`config.mk`:
```
export PLATFORM = sky130hd
export DESIGN_NAME = field_path_tokenizer
export DESIGN_NICKNAME = d
export VERILOG_FILES = /design/src/rtl/core/fpt_pkg.sv /design/src/rtl/core/fpt_parse_core.sv /design/src/rtl/core/fpt_result_queue.sv /design/src/rtl/core/field_path_tokenizer.sv
export SDC_FILE = /design/constraint.sdc
export NUM_CORES = 1
export LEC_CHECK = 0
export ABC_AREA = 1
export BUFFER_PORTS_ARGS = -buffer_cell sky130_fd_sc_hd__buf_4
export CAP_MARGIN = 40
export CORE_MARGIN = 2
export CORE_UTILIZATION = 39
export DETAILED_ROUTE_END_ITERATION = 12
export SLEW_MARGIN = 20
export SYNTH_ARGS = -nofsm -noshare
export SYNTH_HDL_FRONTEND = slang
export SYNTH_SLANG_ARGS = --single-unit
```
`constraint.sdc`:
```
create_clock -name clk -period 8.6 [get_ports clk]
set_clock_uncertainty 0.15 [all_clocks]
set_input_delay 0.43 -clock clk [delete_from_list [all_inputs] [get_ports clk]]
set_output_delay 0.43 -clock clk [all_outputs]
set_load 0.005 [all_outputs]
```
`src/rtl/core/fpt_pkg.sv`:
```
// Package for the field path tokenizer: channel payload types, result kinds
// and the per-byte result batch. No dependencies.
`default_nettype none

package fpt_pkg;

	localparam int unsigned BATCH_MAX   = 3;
	localparam int unsigned QUEUE_DEPTH = 4;
	localparam int unsigned QPTR_W      = 2;
	localparam int unsigned QCNT_W      = 3;

	localparam logic [2:0] KIND_KEY_BYTE  = 3'd0;
	localparam logic [2:0] KIND_KEY_END   = 3'd1;
	localparam logic [2:0] KIND_INDEX_END = 3'd2;
	localparam logic [2:0] KIND_ACCEPT    = 3'd3;
	localparam logic [2:0] KIND_REJECT    = 3'd4;

	typedef struct packed {
		logic [7:0] char_in;
		logic       last_char;
	} fpt_in_t;

	typedef struct packed {
		logic [2:0]  kind;
		logic [7:0]  key_byte;
		logic [15:0] index_value;
		logic [5:0]  segment_total;
		logic        last_result;
	} fpt_out_t;

	typedef struct packed {
		logic [1:0]                   count;
		fpt_out_t [BATCH_MAX-1:0]     item;
	} fpt_batch_t;

endpackage

`default_nettype wire

```
`src/rtl/core/fpt_parse_core.sv`:
```
// Path parsing state machine: turns the registered byte into a batch of up
// to three results and updates the parse state on advance. Uses fpt_pkg.
`default_nettype none

module fpt_parse_core #(
	parameter int unsigned     MAX_DEPTH = 32,
	parameter longint unsigned MAX_INDEX = 65535
) (
	input  wire logic               clk,
	input  wire logic               arst_n,
	input  wire fpt_pkg::fpt_in_t   item_s1,
	input  wire logic               advance,
	output fpt_pkg::fpt_batch_t     batch
);
	import fpt_pkg::*;

	localparam int unsigned SEG_W = $clog2(MAX_DEPTH + 1);
	localparam int unsigned IDX_W = $clog2(MAX_INDEX + 2);
	localparam logic [IDX_W-1:0]   IDX_SAT   = IDX_W'(MAX_INDEX + 1);
	localparam logic [IDX_W+3:0]   IDX_LIMIT = (IDX_W + 4)'(MAX_INDEX);
	localparam logic [SEG_W-1:0]   DEPTH_LIM = SEG_W'(MAX_DEPTH);
	localparam logic [SEG_W:0]     DEPTH_LIM1 = (SEG_W + 1)'(MAX_DEPTH);

	typedef enum logic [10:0] {
		PH_START   = 11'b000_0000_0001,
		PH_AFTROOT = 11'b000_0000_0010,
		PH_AFTDOT  = 11'b000_0000_0100,
		PH_IDENT   = 11'b000_0000_1000,
		PH_SEGDONE = 11'b000_0001_0000,
		PH_BROPEN  = 11'b000_0010_0000,
		PH_QKEY    = 11'b000_0100_0000,
		PH_QESC    = 11'b000_1000_0000,
		PH_QCLOSE  = 11'b001_0000_0000,
		PH_INDEX   = 11'b010_0000_0000,
		PH_DEAD    = 11'b100_0000_0000
	} phase_t;

	phase_t           phase_q, phase_d;
	logic [SEG_W-1:0] seg_q, seg_d;
	logic [IDX_W-1:0] acc_q, acc_d;
	logic             big_q, big_d;
	logic             fz_q, fz_d;

	logic [7:0]       c;
	logic             is_digit, is_first, is_more, full, full_next;
	logic [3:0]       digit_val;
	logic [IDX_W+3:0] prod;
	logic             bad, has_main, has_end, ok;
	logic [2:0]       main_kind;
	logic [7:0]       main_byte;
	logic [IDX_W+15:0] idx_ext;
	logic [SEG_W+5:0] seg_main_ext, seg_end_ext;
	logic [SEG_W-1:0] seg_fin;
	fpt_out_t         main_r, end_r, verdict_r;
	logic [1:0]       n;

	function automatic logic id_first(input logic [7:0] ch);
		return (ch >= "a" && ch <= "z") || (ch >= "A" && ch <= "Z") || ch == "_";
	endfunction

	assign c         = item_s1.char_in;
	assign is_digit  = (c >= "0") && (c <= "9");
	assign is_first  = id_first(c);
	assign is_more   = is_first || is_digit || c == "-";
	assign digit_val = 4'(c - "0");
	assign full      = seg_q >= DEPTH_LIM;
	assign full_next = ({1'b0, seg_q} + 1'b1) >= DEPTH_LIM1;
	assign prod      = {1'b0, acc_q, 3'b000} + {3'b000, acc_q, 1'b0} +
		{{IDX_W{1'b0}}, digit_val};

	always_comb begin
		phase_d   = phase_q;
		seg_d     = seg_q;
		acc_d     = acc_q;
		big_d     = big_q;
		fz_d      = fz_q;
		bad       = 1'b0;
		has_main  = 1'b0;
		main_kind = KIND_KEY_BYTE;
		main_byte = 8'd0;
		unique case (phase_q)
			PH_START: begin
				if (c == ".") phase_d = PH_AFTROOT;
				else bad = 1'b1;
			end
			PH_AFTROOT, PH_AFTDOT: begin
				if (c == "[") begin
					if (phase_q == PH_AFTROOT && full) bad = 1'b1;
					else phase_d = PH_BROPEN;
				end else if (is_first) begin
					if (phase_q == PH_AFTROOT && full) begin
						bad = 1'b1;
					end else begin
						has_main  = 1'b1;
						main_byte = c;
						phase_d   = PH_IDENT;
					end
				end else begin
					bad = 1'b1;
				end
			end
			PH_IDENT: begin
				if (is_more) begin
					has_main  = 1'b1;
					main_byte = c;
				end else if (c == "." || c == "[") begin
					if (full_next) begin
						bad = 1'b1;
					end else begin
						seg_d     = seg_q + 1'b1;
						has_main  = 1'b1;
						main_kind = KIND_KEY_END;
						phase_d   = (c == ".") ? PH_AFTDOT : PH_BROPEN;
					end
				end else begin
					bad = 1'b1;
				end
			end
			PH_SEGDONE: begin
				if ((c == "." || c == "[") && !full)
					phase_d = (c == ".") ? PH_AFTDOT : PH_BROPEN;
				else
					bad = 1'b1;
			end
			PH_BROPEN: begin
				if (c == "\"") begin
					phase_d = PH_QKEY;
				end else if (is_digit) begin
					acc_d   = IDX_W'(digit_val);
					big_d   = 1'b0;
					fz_d    = (c == "0");
					phase_d = PH_INDEX;
				end else begin
					bad = 1'b1;
				end
			end
			PH_QKEY: begin
				if (c == "\"") begin
					phase_d = PH_QCLOSE;
				end else if (c == "\\") begin
					phase_d = PH_QESC;
				end else begin
					has_main  = 1'b1;
					main_byte = c;
				end
			end
			PH_QESC: begin
				if (c == "\"" || c == "\\") begin
					has_main  = 1'b1;
					main_byte = c;
					phase_d   = PH_QKEY;
				end else begin
					bad = 1'b1;
				end
			end
			PH_QCLOSE: begin
				if (c == "]") begin
					seg_d     = seg_q + 1'b1;
					has_main  = 1'b1;
					main_kind = KIND_KEY_END;
					phase_d   = PH_SEGDONE;
				end else begin
					bad = 1'b1;
				end
			end
			PH_INDEX: begin
				if (is_digit) begin
					if (fz_q) begin
						bad = 1'b1;
					end else if (prod > IDX_LIMIT) begin
						big_d = 1'b1;
						acc_d = IDX_SAT;
					end else begin
						acc_d = IDX_W'(prod);
					end
				end else if (c == "]" && !big_q) begin
					seg_d     = seg_q + 1'b1;
					has_main  = 1'b1;
					main_kind = KIND_INDEX_END;
					phase_d   = PH_SEGDONE;
				end else begin
					bad = 1'b1;
				end
			end
			default: begin
				bad = 1'b1;
			end
		endcase

		if (bad) begin
			has_main = 1'b0;
			phase_d  = PH_DEAD;
		end

		has_end = item_s1.last_char && (phase_d == PH_IDENT);
		ok      = has_end || phase_d == PH_SEGDONE || phase_d == PH_AFTROOT;
		seg_fin = has_end ? seg_d + 1'b1 : seg_d;

		if (item_s1.last_char) begin
			phase_d = PH_START;
			seg_d   = '0;
			acc_d   = '0;
			big_d   = 1'b0;
			fz_d    = 1'b0;
		end
	end

	assign idx_ext      = {16'd0, acc_q};
	assign seg_main_ext = {6'd0, (item_s1.last_char && has_end) ? seg_fin - 1'b1 : seg_fin};
	assign seg_end_ext  = {6'd0, seg_fin};

	always_comb begin
		main_r             = '0;
		main_r.kind        = main_kind;
		main_r.key_byte    = (main_kind == KIND_KEY_BYTE) ? main_byte : 8'd0;
		main_r.index_value = (main_kind == KIND_INDEX_END) ? idx_ext[15:0] : 16'd0;
		main_r.segment_total = seg_main_ext[5:0];

		end_r               = '0;
		end_r.kind          = KIND_KEY_END;
		end_r.segment_total = seg_end_ext[5:0];

		verdict_r               = '0;
		verdict_r.kind          = ok ? KIND_ACCEPT : KIND_REJECT;
		verdict_r.segment_total = seg_end_ext[5:0];

		batch = '0;
		n     = 2'd0;
		if (has_main) begin
			batch.item[n] = main_r;
			n             = n + 2'd1;
		end
		if (has_end) begin
			batch.item[n] = end_r;
			n             = n + 2'd1;
		end
		if (item_s1.last_char) begin
			batch.item[n] = verdict_r;
			n             = n + 2'd1;
		end
		if (n != 2'd0) batch.item[n - 2'd1].last_result = 1'b1;
		batch.count = n;
	end

	always_ff @(posedge clk or negedge arst_n) begin
		if (!arst_n) begin
			phase_q <= PH_START;
			seg_q   <= '0;
			acc_q   <= '0;
			big_q   <= 1'b0;
			fz_q    <= 1'b0;
		end else if (advance) begin
			phase_q <= phase_d;
			seg_q   <= seg_d;
			acc_q   <= acc_d;
			big_q   <= big_d;
			fz_q    <= fz_d;
		end
	end

endmodule

`default_nettype wire

```
`src/rtl/core/fpt_result_queue.sv`:
```
// Result queue (uses fpt_pkg): takes a batch of up to three results per
// cycle and presents one per cycle on the result channel unless stalled.
`default_nettype none

module fpt_result_queue (
	input  wire logic                        clk,
	input  wire logic                        arst_n,
	input  wire logic                        push,
	input  wire fpt_pkg::fpt_batch_t         batch,
	output logic [fpt_pkg::QCNT_W-1:0]       free,
	output logic                             result_valid,
	input  wire logic                        result_stall,
	output fpt_pkg::fpt_out_t                result
);
	import fpt_pkg::*;

	fpt_out_t          mem_q [QUEUE_DEPTH];
	logic [QPTR_W-1:0] head_q, tail_q;
	logic [QCNT_W-1:0] count_q;
	logic              pop;
	logic [QCNT_W-1:0] push_n;

	assign free         = QCNT_W'(QUEUE_DEPTH) - count_q;
	assign result_valid = count_q != '0;
	assign result       = mem_q[head_q];
	assign pop          = result_valid && !result_stall;
	assign push_n       = push ? QCNT_W'(batch.count) : '0;

	always_ff @(posedge clk) begin
		for (int i = 0; i < BATCH_MAX; i++) begin
			if (push && 2'(i) < batch.count)
				mem_q[tail_q + QPTR_W'(i)] <= batch.item[i];
		end
	end

	always_ff @(posedge clk or negedge arst_n) begin
		if (!arst_n) begin
			head_q  <= '0;
			tail_q  <= '0;
			count_q <= '0;
		end else begin
			if (pop) head_q <= head_q + 1'b1;
			tail_q  <= tail_q + QPTR_W'(push_n);
			count_q <= count_q + push_n - QCNT_W'(pop);
		end
	end

endmodule

`default_nettype wire

```
`src/rtl/core/field_path_tokenizer.sv`:
```
// Field path tokenizer top level: input register, parse core, result queue.
// Depends on fpt_pkg, fpt_parse_core and fpt_result_queue.
//
// Takes one path byte per cycle while item_stall is low and parses it in a
// single pass from the input register into a four-entry result queue. A
// byte that yields at most one result sustains one byte per cycle while
// result_stall is low; the result channel carries one transaction per
// cycle, so a byte that yields two or three results (key byte with end of
// path) takes one transaction per result, and the input stalls whenever
// the queue lacks room for the batch of the registered byte. A byte's first
// result is offered once the input register and the queue have taken it.
`default_nettype none

module field_path_tokenizer #(
	parameter int unsigned     MAX_DEPTH = 32,
	parameter longint unsigned MAX_INDEX = 65535
) (
	input  wire logic              clk,
	input  wire logic              arst_n,
	input  wire logic              item_valid,
	output logic                   item_stall,
	input  wire fpt_pkg::fpt_in_t  item,
	output logic                   result_valid,
	input  wire logic              result_stall,
	output fpt_pkg::fpt_out_t      result
);
	import fpt_pkg::*;

	fpt_in_t           item_s1;
	logic              valid_s1;
	logic              advance, load;
	fpt_batch_t        batch;
	logic [QCNT_W-1:0] free;

	assign advance    = valid_s1 && ({1'b0, batch.count} <= free);
	assign item_stall = valid_s1 && !advance;
	assign load       = item_valid && !item_stall;

	always_ff @(posedge clk) begin
		if (load) item_s1 <= item;
	end

	always_ff @(posedge clk or negedge arst_n) begin
		if (!arst_n) begin
			valid_s1 <= 1'b0;
		end else if (load) begin
			valid_s1 <= 1'b1;
		end else if (advance) begin
			valid_s1 <= 1'b0;
		end
	end

	fpt_parse_core #(
		.MAX_DEPTH(MAX_DEPTH),
		.MAX_INDEX(MAX_INDEX)
	) u_parse (
		.clk     (clk),
		.arst_n  (arst_n),
		.item_s1 (item_s1),
		.advance (advance),
		.batch   (batch)
	);

	fpt_result_queue u_queue (
		.clk          (clk),
		.arst_n       (arst_n),
		.push         (advance),
		.batch        (batch),
		.free         (free),
		.result_valid (result_valid),
		.result_stall (result_stall),
		.result       (result)
	);

endmodule

`default_nettype wire
```
**Yosys cells after proc, flatten, opt, wreduce, memory -nomap -nowiden**

Memories as Yosys holds them, arrays and structs flattened.
Index checks and enable logic that the tools add are counted.

- $add $sub $neg: 17
- $mul: 0
- Div/mod/pow operators: 0
- Order comparisons: 19
- Equal/unequal tests: 28
- Shift-type cells: 0
- Multiplexer cells: 122
- Bitwise operators: 0
- Reduce and logical (&&, ||, !) cells: 42

Operators with widths:

| operator | number |
|---|---|
| $bwmux W102 | 3 |
| $mux W102 | 3 |
| $mux W11 | 19 |
| $demux W34 S2 | 3 |
| $mux W17 | 6 |
| $mux W34 | 3 |
| $pmux W11 S9 | 1 |
| $mux W8 | 8 |
| $mux W6 | 10 |
| $mux W1 | 50 |
| $pmux W17 S2 | 1 |
| $eq A8 B6 Y1 const B | 4 |
| $eq A8 B7 Y1 const B | 4 |
| $pmux W8 S4 | 1 |
| $eq A11 B2 Y1 const B | 2 |
| $eq A11 B4 Y1 const B | 2 |
| $eq A11 B5 Y1 const B | 2 |
| $add A20 B18 Y21 | 1 |
| $add A21 B4 Y21 | 1 |
| $gt A21 B16 Y1 const B | 1 |
| $logic_and A1 B1 Y1 | 18 |
| $pmux W6 S3 | 1 |
| $ge A8 B7 Y1 const B | 2 |
| $le A8 B7 Y1 const B | 2 |
| 50 further kinds | 80 |

- Register bits: 53
- Latch bits: 0
- Memory bits (writable): 136
- ROM bits: 0
- Bits of input ports: 13
- Output and inout bits: 36
- Logic and storage cells: 240
- Memories: 1

Memories:

| memory | depth | width | rd ports | clocked after memory_dff | write ports | line | text |
|---|---|---|---|---|---|---|---|
| u_queue.mem_q | 4 | 34 | 1 | 0 | 3 | fpt_result_queue.sv:17 | `fpt_out_t mem_q [QUEUE_DEPTH];` |

**Logic depth before layout (Yosys ltp)**

- Depth in word-level cells: 21
- Mapped depth: 33

**Hierarchy**

A second synthesis with hierarchy kept.

- Cells, all modules: 2,004
- Area, all modules: 14,497.7 µm²

Modules (own cells, without submodules):

| module | instances | cells an instance | area each (µm²) | seq. area each (µm²) |
|---|---|---|---|---|
| fpt_result_queue | 1 | 1,204 | 8,927.3 | 4,259.1 |
| fpt_parse_core | 1 | 773 | 5,178.7 | 902.1 |
| field_path_tokenizer | 1 | 27 | 391.6 | 295.3 |

**Worst setup path before layout**

OpenSTA, ideal clock, no wires.

- Path type: reg-to-reg
- From: register, netlist name item_s1[8]
- To: memory u_queue.mem_q[2][0] in the netlist's numbering, enable pin
- Library setup time: 477 ps
- Arrival time: 5,971 ps
- Required time: 7,973 ps
- Path slack: 2,003 ps
- Cell stages (with the launch flop): 25
- Buffers on the path: 0
- Cells stage by stage: edfxtp_1 -> inv_2 -> nand2_2 -> nor2_8 -> nand2_1 -> nor2_1 -> nor2_1 -> a21oi_1 -> o21ai_0 -> nor2_1 -> nand2_1 -> a21oi_1 -> nand2_1 -> nor2_1 -> inv_1 -> ha_1 -> o21ai_1 -> ha_1 -> inv_1 -> nor2_1 -> o211ai_1 -> nand2_1 -> nor2_1 -> nor2_1 -> o31ai_1

RTL lines:

| element | line |
|---|---|
| end, declared | fpt_result_queue.sv:17 |

==> run_results.csv <==
group,metric,value,unit
yosys,synth_edf_count,145,
grt,grt_pass1_vias,9511,
clock_network,cts_resized,0,
grt,busiest_layer,"met2",
floorplan,fp.dieH,177,um
clock_network,cts_tree,"built",
setup_path,worstSetupEndpoint,"u_queue.mem_q[0][13]$_SDFFCE_PP0P_",
timing,rsz0062_at_grt,"no",
detailed_routing,vias_per_cell,5.35,
clock_network,insertion_delay,450,ps
clock_network,h-tree-depth,4,
detailed_routing,drt-initial-drc-count,893,
detailed_routing,routedWlPerCell,17.2,um
timing,setup_viol,0,
yosys,synth-seq-cells,189,
final_layout,fin_area,0.0133,sq mm
setup_path,rrSetupSlack,2120,ps
pwr,p_per_area,257,mW/mm^2
place,dp_hpwl,23200,um
clock_network,cts_buffers,17,
clock_network,clock_sinks,189,
setup_path,cp.arrival,6440,ps
yosys,synthCells,1410,
grt,grt_start_max_net_pins,72,
clock_network,cts.hold.buffers_added,10,
setup_path,crit_start,"u_parse.phase_q[8]$_DFFE_PN0N_",
place,post-place-ws,2300,ps
yosys,synthFlopType,"edfxtp_1",
setup_path,r2r-start,"u_parse.phase_q[8]$_DFFE_PN0N_",
timing,slew_violations,0,
final_layout,area_growth,13.4,%
detailed_routing,firstDrtPassIters,6,
timing,fin_crit_sh,75.3,%
grt,grt_overflow,0,
place,gp_congestion,0.930,
place,numPortBuffers,48,
yosys,synth-seq-area-share,46.5,%
timing,worstMarginPinSlew,811,ps
timing,hold_ws,128,ps
clock_network,clock_path_buffers,2,
setup_path,critPathLaunchType,"register",
pwr,ir_drop,126,uV
grt,met3_usage,3.26,%
place,placed_area,0.0126,sq mm
grt,gr-usage-all-layers,21.1,%
final_layout,final_common_cell,"nor2_1",
floorplan,io_pins,49,
yosys,async_flop_share,23.3,%
yosys,synth_nets,1475,
setup_path,cp-end-kind,"register",
detailed_routing,drc,0,
floorplan,start_util,39.6,%
detailed_routing,wirelength,32100,um
floorplan,dieArea,0.0315,sq mm
floorplan,core_area,0.0296,sq mm
grt,antenna_found_initial,0,
final_layout,final_util,44.9,%
setup_path,critPathKind,"reg -> reg",
pwr,p_leak,5.89,nW
timing,fin_ws,2120,ps
floorplan,die_width,177,um
setup_path,critPathMaxFanout,20,
yosys,yosysUniqueCellTypes,56,
detailed_routing,vias,9955,
yosys,yosys_warnings,0,
timing,fmaxAchievable,154,MHz
setup_path,cp_data_required_time,8570,ps
pwr,total_power,3.42,mW
grt,met2_usage,33.6,%
outcome,status,"completed",
place,dp_cells,1820,
setup_path,reg2reg_to,"u_queue.mem_q[0][13]$_SDFFCE_PP0P_",
detailed_routing,ant_nets,0,
grt,grt_pass1_wl,51800,um
final_layout,final_cells,1862,
clock_network,post-cts-setup-buffers,0,
yosys,syn_area,0.0117,sq mm
timing,slew_headroom,45.7,%
timing,finalSetupTns,0,ps
timing,fin_crit,6480,ps
final_layout,layout_common_cells,"271 x nor2_1, 236 x nand2_1, 145 x edfxtp_1",
final_layout,nNetsFinal,1524,
floorplan,rows,63,
clock_network,clk_pin_slew,80,ps
worst_hold_path,hp-class,"in -> reg",
final_layout,layout-drive-gt1-share,13.0,%
yosys,syn_area_per_cell,8.33,sq um
grt,grt.met1_usage,29.9,%
final_layout,diodes,0,
timing,hold_viol,0,
setup_path,r2r_cells,27,
clock_network,cts_root_buf,"clkbuf_16",
run,maxCapViolations,0,
## worst max-delay path: stages (launching register included)
cell and delay [ps]:
dfrtp_1 430, nor2_2 150, nand2_2 130, nor2_1 390
nand2_1 260, nand2_1 110, nor2_1 40, nand2_1 70
nand2_1 70, nor2_1 100, nand2_1 90, a21oi_1 130
nand2_1 110, nor2_1 320, inv_1 120, ha_1 210
o21ai_1 220, ha_1 280, inv_1 60, nor2_1 30
o211ai_1 260, nand2_1 240, inv_2 350, nand2_1 190
nor2_1 540, nor2_1 330, o21ai_4 310, buf_4 440
## cell usage after synthesis (11+ instances only)
| cell | instances | area share, % |
|---|---|---|
| nor2_1 | 271 | 8.7 |
| nand2_1 | 236 | 7.5 |
| edfxtp_1 | 145 | 37 |
| inv_1 | 127 | 4.1 |
| o21ai_0 | 124 | 5.3 |
| nand3_1 | 87 | 3.7 |
| ha_1 | 48 | 5.1 |
| o22ai_1 | 47 | 2.5 |
| dfrtp_1 | 43 | 9.2 |
| a21oi_1 | 39 | 1.7 |
| clkbuf_1 | 27 | 0.86 |
| inv_2 | 20 | 0.64 |
| nand4_1 | 20 | 1.1 |
| nand2_2 | 19 | 1.0 |
| nor3_1 | 15 | 0.64 |
| o211ai_1 | 15 | 0.96 |
| xor2_1 | 13 | 0.97 |
| buf_2 | 11 | 0.47 |
| nor2_2 | 11 | 0.59 |
## sequential cells by signal, indices dropped and copies added (netlist names)
register	cells
u_parse.fz_q	1
u_parse.big_q	1
u_parse.seg_q	6
item_s1	9
u_queue.head_q	2
u_parse.acc_q	17
u_queue.tail_q	2
u_parse.phase_q	11
u_queue.mem_q	136
valid_s1	1
u_queue.count_q	3
## cells by family (layout without fill, tap and decap cells)
family	Yosys count	count (layout)	synth area share (%)
adder cells (fa/ha/maj)	52	52	5.80
XOR/XNOR	15	15	1.12
AO/OA/AOI/OAI	268	268	13.3
flip-flops	189	189	46.5
AND/OR/NAND/NOR	695	695	27.0
buffers and inverters	191	253	6.30
## worst min-delay path by stage
stage | from | to | slack, ps | cells after the start
3_5_place_dp | arst_n | u_parse.phase_q[3]$_DFFE_PN0N_ | 340 | 1
2_1_floorplan | arst_n | u_parse.acc_q[0]$_DFFE_PN0P_ | -20 | 0
3_3_place_gp | arst_n | u_parse.phase_q[3]$_DFFE_PN0N_ | 330 | 1
6_report | item_valid | valid_s1$_DFFE_PN0P_ | 130 | 3
4_1_cts | item_valid | valid_s1$_DFFE_PN0P_ | 120 | 3
5_1_grt | result_stall | u_queue.head_q[0]$_DFFE_PN0P_ | 150 | 3
## routing by layer
| layer | share of wire [%] | up-vias |
|---|---|---|
| li1 | - | 4910 |
| met2 | 46 | 294 |
| met4 | 1.5 | 0 |
| met1 | 47 | 4718 |
| met5 | 0 | - |
| met3 | 5.8 | 33 |
## report_power, final
group	switching [mW]	leakage (nW)	total [mW]	internal, mW
combinational	0.856	3.72	1.33	0.479
sequential	0.0815	1.87	1.28	1.19
clock	0.411	0.296	0.808	0.397
total	1.35	5.89	3.42	2.07
## cell type report
class                   instances  area, sq um
fillers                      2966        16300
multi-input cells            1030         5590
flip-flops and latches        189         5460
repair buffers                 69          591
inverters                     152          576
well taps                     390          488
clock buffers                  17          425
clock inverters                15          180
(Power assumes the default switching activity.)
